--- config.mk ---
export PLATFORM = sky130hd
export DESIGN_NAME = bsc_ctrl
export DESIGN_NICKNAME = d
export VERILOG_FILES = /design/src/bsc_pkg.sv /design/src/bsc_ctrl.sv
export SDC_FILE = /design/constraint.sdc
export NUM_CORES = 1
export LEC_CHECK = 0
export ABC_AREA = 1
export BUFFER_PORTS_ARGS = -buffer_cell sky130_fd_sc_hd__clkbuf_2
export CAP_MARGIN = 0
export CORE_AREA = 2 2 39 41
export DETAILED_ROUTE_END_ITERATION = 16
export DIE_AREA = 0 0 41 43
export GPL_ROUTABILITY_DRIVEN = 0
export GPL_TIMING_DRIVEN = 0
export PLACE_DENSITY = 0.75
export SETUP_SLACK_MARGIN = 0.1
export SYNTH_ARGS = -nofsm -noshare
export SYNTH_HDL_FRONTEND = slang
export SYNTH_SLANG_ARGS = --single-unit
--- constraint.sdc ---
create_clock -name clk -period 1.99 [get_ports clk]
set_clock_uncertainty 0.05 [all_clocks]
set_input_delay 0.2985 -clock clk [delete_from_list [all_inputs] [get_ports clk]]
set_output_delay 0.2985 -clock clk [all_outputs]
set_load 0.01 [all_outputs]
--- src/bsc_pkg.sv ---
// Shared types, constants and helpers for the barometer compensation block.
package bsc_pkg;

  // Compensation constants.
  localparam logic [63:0] FINE_OFFSET = 64'd128000;
  localparam logic [63:0] RAW_FULL    = 64'd1048576;
  localparam logic [63:0] PRESS_SCALE = 64'd3125;
  localparam logic [31:0] TEMP_ROUND  = 32'd128;
  localparam int          ONE_SHIFT   = 47;
  localparam int          P1_SHIFT    = 33;
  localparam int          P4_SHIFT    = 35;

  // Configuration register indexes.
  localparam logic [1:0] REG_CAL_TEMP       = 2'd0;
  localparam logic [1:0] REG_CAL_PRESS_LOW  = 2'd1;
  localparam logic [1:0] REG_CAL_PRESS_HIGH = 2'd2;

  // Command codes.
  localparam logic CMD_TEMP  = 1'b0;
  localparam logic CMD_PRESS = 1'b1;

  typedef struct packed {
    logic        command;
    logic [19:0] raw_reading;
  } in_item_t;

  typedef struct packed {
    logic               result_kind;
    logic signed [31:0] temperature_centi;
    logic        [31:0] pressure_q24_8;
    logic               divide_fault;
  } out_item_t;

  // Steps of the compensation sequence; each one uses the multiplier or the divider.
  typedef enum logic [3:0] {
    ST_T0, ST_T1, ST_T2,
    ST_P0, ST_P1, ST_P2, ST_P4, ST_P5, ST_P6, ST_P7, ST_P8, ST_P9, ST_P10, ST_P11
  } step_t;

  // Commands from the controller to the datapath.
  typedef struct packed {
    logic  load;
    logic  go;
    logic  publish;
    step_t step;
  } ctrl_cmd_t;

  // Status from the datapath to the controller.
  typedef struct packed {
    logic done;
    logic fault;
  } dp_status_t;

  // Sign extension helpers.
  function automatic logic [63:0] sx16(input logic [15:0] v);
    return {{48{v[15]}}, v};
  endfunction

  function automatic logic [63:0] sx32(input logic [31:0] v);
    return {{32{v[31]}}, v};
  endfunction

endpackage

--- src/bsc_ctrl.sv ---
// Controller: sequences the compensation steps and the item handshakes.
module bsc_ctrl
  import bsc_pkg::*;
(
  input  logic       clk,
  input  logic       rst,
  input  logic       in_valid,
  output logic       in_ready,
  input  logic       in_command,
  output logic       out_valid,
  input  logic       out_ready,
  input  dp_status_t status,
  output ctrl_cmd_t  cmd
);

  typedef enum logic [3:0] {
    S_IDLE  = 4'b0001,
    S_ISSUE = 4'b0010,
    S_WAIT  = 4'b0100,
    S_FIN   = 4'b1000
  } state_t;

  state_t state;
  state_t state_next;
  step_t  step;
  step_t  step_next;
  logic   publish;
  logic   last;

  assign in_ready = (state == S_IDLE);
  assign publish  = (state == S_FIN) && (!out_valid || out_ready);
  assign last     = (step == ST_T2) || (step == ST_P11);

  // Next state and step.
  always_comb begin
    state_next = state;
    step_next  = step;
    case (state)
      S_IDLE: begin
        if (in_valid) begin
          state_next = S_ISSUE;
          step_next  = (in_command == CMD_PRESS) ? ST_P0 : ST_T0;
        end
      end
      S_ISSUE: begin
        // A zero divisor ends the pressure item early.
        if ((step == ST_P7) && status.fault) begin
          state_next = S_FIN;
        end else begin
          state_next = S_WAIT;
        end
      end
      S_WAIT: begin
        if (status.done) begin
          if (last) begin
            state_next = S_FIN;
          end else begin
            state_next = S_ISSUE;
            step_next  = step_t'(step + 4'd1);
          end
        end
      end
      S_FIN: begin
        if (publish) begin
          state_next = S_IDLE;
        end
      end
      default: state_next = S_IDLE;
    endcase
  end

  always_ff @(posedge clk) begin
    if (rst) begin
      state     <= S_IDLE;
      step      <= ST_T0;
      out_valid <= 1'b0;
    end else begin
      state <= state_next;
      step  <= step_next;
      if (publish) begin
        out_valid <= 1'b1;
      end else if (out_ready) begin
        out_valid <= 1'b0;
      end
    end
  end

  // Commands to the datapath.
  always_comb begin
    cmd.load    = in_valid && in_ready;
    cmd.go      = (state == S_ISSUE) && !((step == ST_P7) && status.fault);
    cmd.publish = publish;
    cmd.step    = step;
  end

endmodule

Word level (Yosys, flattened, before mapping):

Cells that the tools add are included.

* bitwise gates (word level): 0
* mux-type cells: 13
* shifts and indexed selects: 0
* $lt $le $gt $ge: 0
* div/mod/pow operators: 0
* reductions and logical operators: 12
* equal/unequal tests: 11
* add/sub/neg operators: 1
* $mul: 0

Operators with widths (count)
* 4-bit two-way mux: 8
* 4-bit case mux with 4 select lines: 1
* 4-bit == test (second input constant): 3
* 4-bit by 2-bit == test with 1-bit output (second input constant): 2
* 2-bit inequality test (second input constant): 4
* 4-bit case mux with 2 select lines: 1
* 4-bit by 1-bit adder with 4-bit output (second input constant): 1
* 4-bit by 1-bit == test with 1-bit output (second input constant): 1
* 4-bit by 3-bit == test with 1-bit output (second input constant): 1
* 1-bit logical AND: 4
* 4-bit AND reduction: 1
* 2-bit nonzero test: 2
* 3-bit AND reduction: 1
* 1-bit logical NOT: 2
* 1-bit logical OR: 2
* 1-bit two-way mux: 2
* 2-bit two-way mux: 1

* latch bits: 0
* ROM bits: 0
* bits of input ports: 7
* memories: 0
* output and inout bits: 9
* logic and storage cells: 40
* memory bits (writable): 0
* register bits after elaboration: 9

Logic depth before layout (Yosys ltp):

Gate-level depths: netlist (run 1).

* depth after elaboration: 5
* mapped depth: 11
* gate-level depth less buffers: 11

Least setup slack after synthesis (run 1):

Ideal clock, no wire load.

* path type: flip-flop to flip-flop
* from: reg step[0]
* to: reg step[0]
* slack: 629 ps
* arrival: 1247 ps
* data required time: 1876 ps
* library setup time: 64 ps
* clock period less this slack: 1361 ps
* path buffers: 0
* stages on the path, launching flop included: 12
* cells stage by stage: dfxtp_1 -> inv_1 -> ha_1 -> nand2_1 -> nand2_1 -> nand2_1 -> nand2_2 -> nand2_4 -> nand2_4 -> inv_2 -> nor2_1 -> nor2_1

* word-level cells in the longest chain between the ends: 4
* elaborated cells between the ends (all ways): 9
* classes of those cells: add/sub (1); eq/ne (3); mux (3); reduce/logical (2)

RTL lines
* start, declared: RTL line bsc_ctrl.sv:25 `step_t step;`
* start signal, assigned: RTL line bsc_ctrl.sv:79 `step <= step_next;`
* 4-bit by 1-bit adder with 4-bit output, or another cell as far along: RTL line bsc_ctrl.sv:59 `step_next = step_t'(step + 4'd1);`
* 4-bit two-way mux / 1-bit logical OR (equally long branches): RTL line bsc_ctrl.sv:55, bsc_ctrl.sv:32
* 4-bit two-way mux / 2-bit inequality test (equally long branches)
* 4-bit case mux with 2 select lines / 4-bit AND reduction (equally long branches)

Several ways; a longest one is shown, not always the timed one. The select of a mux whose other input is x is not followed.
A chain may end at the register's enable or synchronous reset.

==> key figures, run 1 <==
Run status
  – Status: finished clean

Setup path
  – Critical path cell sequence: inv_1, ha_1, nand4_1, nand2_1, inv_1, clkbuf_2
  – CP peak stage delay: ~0.44 ns
  – Slowest-stage cell, CP: dfxtp_1
  – Data required, critical path: 1.64 ns
  – Most common cell on crit path: inv_1
  – Worst Path Max Fanout: 7
  – Worst path arrival time: around 1.4 ns
  – CP Class: reg -> out
  – Endpoint kind of the worst setup timing path: primary output
  – Worst Setup Start Kind: register
  – Crit path buf inv count: 3
  – Top delay family on crit path: flip-flops

Clock tree
  – CTS Buf Count: 3
  – Clk buf depth: 2
  – Hold_buf cts: 0
  – H-Tree Depth: 1
  – Worst-Skew Late Latency: approximately 0.26 ns
  – Root buffer cell: clkbuf_4
  – Clock tree sinks: 9
  – CTS tree: done
  – CTS clk-pin slew, worst paths: about 0.060 ns
  – Post-cts gate resize count: 0
  – Setup bufs post-CTS: 0

STA
  – RSZ-0062 raised after global routing: false
  – Final-report setup violation count: 0
  – Pins Over Slew Limit: 0
  – Final Hold Vio Count: 0
  – Normalized max-slew margin: between 80% and 90%
  – Fmax: roughly 0.58 GHz
  – Setup TNS: 0 ns
  – WHS: 0.211 ns
  – Tcrit/Tclk final: 86.3%
  – Final worst path period need: around 1.7 ns
  – Worst-margin pin slew: around 0.28 ns

Floorplan
  – Core area: 1380 sq um
  – Die Height: 43 um
  – Die area: 1760 sq um
  – Die X: approximately 41 um
  – Starting Density: between 40% and 50%
  – I/O Pins: 16
  – Row cnt: 14

Finish
  – Layout area overhead: 19.0%
  – Multi-input logic area: 373 sq um
  – Register area: 180 sq um
  – Layout cells sized above 1: roughly a quarter
  – Fill cells: approximately 150
  – N_diodes: 0
  – Final Cell Area: about 760 sq um
  – Nets: between 100 and 150

Synthesis
  – Mapped Nets: 111
  – #FFs+latches synth: 9
  – Synth warnings: 0
  – Synth area leader: dfxtp_1
  – Gate Count Post-Synth: 101
  – Register area share after synthesis: 28.2%
  – Synthesized area per cell: 6.33 sq um
  – Share of the synthesized area in the top cell type: between 20% and 30%
  – Top cells by area, synth: dfxtp_1 (28%), nand2_1 (13%), nand3_1 (10%)
  – Netlist Area Pre-Place: between 600 and 700 sq um
  – Synth unique cells: 19

Global route
  – M2 GR Usage: a little under a quarter
  – Routing usage on met1: 22.2%
  – Met3 Usage GRT: under 10%
  – Grt ovf: 0
  – Initial antenna violation count: 0
  – Tot GR Track Use: between 15 and 20%
  – Vias in the first global route: 523
  – First-pass GRT wire length: 1.99 mm
  – Pin count of the biggest net entering global routing: 9
  – Most used routing layer: met2

Placed design
  – Hpwl dp: ~1.0 mm
  – DP Area: around 730 sq um
  – Port buffer count: 15

Route
  – Wirelength per Cell: ~9 um
  – Initial DRT Pass Iterations: 4
  – Vias post-DR: between 600 and 700
  – Routed Antenna Nets: 0
  – Post-route DRC violation count: 0
  – Via density: 4.75
  – Wirelength, routed: 1.21 mm
  – Drt first-iter violations: 10

Min path
  – Worst Hold Class: in -> reg

Job
  – Max Cap Viol: 0

Power
  – P_leak: roughly 0.43 nW
  – Pwr per Cell Area: a little under 900 nW/um^2
  – Peak supply drop: between 0.4 and 0.5 mV
-- cell families (layout without fill, tap and decap cells) --
family | count (synthesis) | in the layout | share of synthesized area, %
AND/OR/NAND/NOR | 61 | 61 | 46.6
AO/OA/AOI/OAI | 5 | 5 | 4.50
adder cells (fa/ha/maj) | 3 | 3 | 5.87
flip-flops | 9 | 9 | 28.2
buffers and inverters | 22 | 41 | 13.5
XOR/XNOR | 1 | 1 | 1.37
-- sequential cells by signal (all words and copies together), names as in the netlist --
name and count:
out_valid 1, state 4, step 4
-- cell usage after synthesis (all sizes together) --
cell type	number
a21oi	4
buf	1
dfxtp	9
ha	3
inv	21
nand2	26
nand3	13
nand4	2
nor2	18
nor3	1
o21ai	1
or2	1
xnor2	1
-- per-layer routing --
metal	wire, um	vias up
li1	-	345
met1	552	287
met2	574	9
met3	40	5
met4	38	0
met5	0	-
-- per-stage QoR --
step | worst slack (ns) | util, % | total power, mW | instances
final | 0.272 | 55.0 | 0.677 | 136
after global routing | 0.118 | 55.0 | 0.736 | 136
after CTS | 0.249 | 55.0 | 0.687 | 136
after detailed placement | 0.548 | 53.1 | 0.541 | 132
after global placement | 0.552 | 53.1 | 0.534 | 132
after floorplan | 0.629 | - | 0.467 | 101
-- cell usage in the layout, fill, tap and decap left out, drive strengths merged --
cell type   n
inv        21
nor3        1
ha          3
nor2       18
xnor2       1
dfxtp       9
nand2      26
o21ai       1
nand4       2
or2         1
nand3      13
a21oi       4
clkbuf     19
buf         1
-- report_power, final --
group / switching (mW) / total [mW] / internal [mW]
clock network: 0.0652 / 0.143 / 0.0774
logic: 0.176 / 0.281 / 0.106
registers: 0.0440 / 0.253 / 0.209
-- worst reg2reg max path, cell delays in order, from the launching register on --
cell     delay (ns)
dfxtp_1        0.45
inv_1          0.10
ha_1           0.22
nand2_1        0.07
nand2_1        0.04
nand2_1        0.06
nand2_2        0.06
nand2_4        0.09
nand2_4        0.06
inv_2          0.06
nor2_1         0.04
nor2_1         0.10
-- path summary, 6_finish.rpt --
check                           startpoint         to  slack [ns]  depth (start not counted)
worst max-delay path               step[1]     cmd[5]        0.27                          6
worst max register to register     step[0]    step[1]        0.54                         11
worst min-delay path                   rst    step[2]        0.21                          2
worst min register to register   out_valid  out_valid        0.53                          3
-- layout make-up --
| type | instances | share of cell area [%] |
|---|---|---|
| timing repair buffer | 15 | 9.87 |
| tap | 16 | 2.63 |
| buffer | 1 | 0.987 |
| multi-input combinational | 70 | 49.0 |
| sequential | 9 | 23.7 |
| inverter | 21 | 10.4 |
| clock buffer | 4 | 3.45 |
Note: power is estimated with default switching activity, not from simulation.
==> inputs of run 2 (changes only) <==
--- a/config.mk
+++ b/config.mk
@@ -9,11 +9,13 @@
 export BUFFER_PORTS_ARGS = -buffer_cell sky130_fd_sc_hd__clkbuf_2
 export CAP_MARGIN = 0
 export CORE_AREA = 2 2 39 41
+export CTS_BUF_LIST = sky130_fd_sc_hd__clkbuf_8
 export DETAILED_ROUTE_END_ITERATION = 16
 export DIE_AREA = 0 0 41 43
 export GPL_ROUTABILITY_DRIVEN = 0
 export GPL_TIMING_DRIVEN = 0
 export PLACE_DENSITY = 0.75
+export RECOVER_POWER = 25
 export SETUP_SLACK_MARGIN = 0.1
 export SYNTH_ARGS = -nofsm -noshare
 export SYNTH_HDL_FRONTEND = slang
==> key figures, run 2 (synthesis gave the netlist of run 1 again) <==
Setup path
  – CP peak stage delay: 0.43 ns
  – CP Class: reg -> out
  – Data required, critical path: 1.64 ns
  – Slowest-stage cell, CP: dfxtp_1
  – Worst path arrival time: 1.33 ns
  – Most common cell on crit path: inv_1
  – Endpoint kind of the worst setup timing path: primary output
  – Worst Path Max Fanout: 7
  – Worst Setup Start Kind: register
  – Critical path cell sequence: inv_1, ha_1, nand4_1, nand2_1, inv_1, clkbuf_2

STA
  – Final Hold Vio Count: 0
  – Normalized max-slew margin: approximately 80%
  – Tcrit/Tclk final: 84.1%
  – Fmax: ~0.60 GHz
  – Setup TNS: 0 ns
  – Pins Over Slew Limit: 0
  – Final worst path period need: 1.67 ns
  – Final-report setup violation count: 0
  – Worst-margin pin slew: 0.284 ns
  – RSZ-0062 raised after global routing: false

Clock tree
  – CTS tree: done
  – Root buffer cell: clkbuf_8
  – Clock tree sinks: 9
  – Hold_buf cts: 0
  – Post-cts gate resize count: 0
  – Worst-Skew Late Latency: between 0.2 and 0.25 ns
  – Setup bufs post-CTS: 0
  – H-Tree Depth: 1
  – CTS clk-pin slew, worst paths: ~0.040 ns
  – CTS Buf Count: 3
  – Clk buf depth: 2

Finish
  – Finished Layout Cells: ~140
  – N_diodes: 0
  – Nets: ~130
  – Fill cells: 147
  – Register area: between 150 and 200 sq um
  – Final Util: about 56%
  – Multi-input logic area: between 300 and 400 sq um
  – Most common cell after layout, fill and taps aside: nand2_1
  – Most frequent cells in the layout: nand2_1 (22), inv_1 (18), nor2_1 (17)
  – Layout area overhead: 20.2%
  – Top flop regs: state (4), step (4), out_valid (1)
  – Layout cells sized above 1: between 20% and 30%

Route
  – Routed Antenna Nets: 0
  – Drt first-iter violations: 5
  – Initial DRT Pass Iterations: 4
  – Wirelength per Cell: between 8 and 9 um
  – Post-route DRC violation count: 0
  – Wirelength, routed: roughly 1.2 mm
  – Vias post-DR: about 650
  – Via density: around 4.8

Floorplan
  – I/O Pins: 16
  – Row cnt: 14
  – Core area: 1380 sq um
  – Die area: 1760 sq um
  – Die Height: approximately 43 um
  – Starting Density: 46.2%
  – Die X: 41 um

Global route
  – Pin count of the biggest net entering global routing: 9
  – Initial antenna violation count: 0
  – First-pass GRT wire length: about 2.0 mm
  – Grt ovf: 0
  – Tot GR Track Use: 17.0%
  – Vias in the first global route: around 520

Power
  – Peak supply drop: roughly 0.57 mV
  – Overall power: approximately 0.73 mW
  – Pwr per Cell Area: 945 nW/um^2
  – P_leak: ~0.43 nW

Placed design
  – Hpwl dp: slightly above 1 mm
  – Port buffer count: 15
  – Placed insts: about 130

Job
  – Max Cap Viol: 0

Min path
  – Worst Hold Class: in -> reg

Run status
  – Status: finished clean
## run 2: cell count changes in the layout (fill, tap and decap cells not counted), sizes merged
cell	before	now
clkbuf	19	18
inv	21	22
## run 2: critical path, delay by kind of cell, from the launching register on
kind / cells / cell delay, ns
DFF: 1 / 0.43
buffers and inverters: 3 / 0.24
adders and majority gates: 1 / 0.21
and+or+nand+nor: 2 / 0.22
## run 2: report_power, final
group          internal (mW)  switching (mW)
clock network          0.134          0.0666
registers              0.210          0.0387
logic                  0.101           0.176
## run 2: area by class of cell
cell class | count | area share [%]
Sequential cell | 9 | 23.5
Tap cell | 16 | 2.61
Inverter | 21 | 10.3
Clock inverter | 1 | 0.489
Buffer | 1 | 0.977
Clock buffer | 3 | 5.37
Timing Repair Buffer | 15 | 9.28
Multi-Input combinational cell | 70 | 47.6
## run 2: stage by stage
step / hold slack (ns) / setup slack (ns) / instance area (sq um)
finish: 0.253 / 0.315 / 768
detailed placement: 0.497 / 0.548 / 734
global placement: 0.499 / 0.552 / 734
floorplan: 0.311 / 0.629 / 639
global route: 0.259 / 0.159 / 768
CTS: 0.251 / 0.293 / 779
## run 2: path summary, 6_finish.rpt
check                             start      end  slack (ns)  cells after the start
worst max register to register  step[0]  step[1]        0.55                     11
worst max-delay path            step[1]   cmd[5]        0.32                      6
worst min-delay path                rst  step[2]        0.25                      2
worst min register to register  step[3]  step[3]        0.52                      2
## run 2: layer usage
metal	vias to the layer above	GRT usage, %	wire length [um]
met5	-	0	0
met4	0	10.0	8
met3	2	4.71	54
met2	12	24.1	611
met1	289	21.9	542
li1	344	-	-
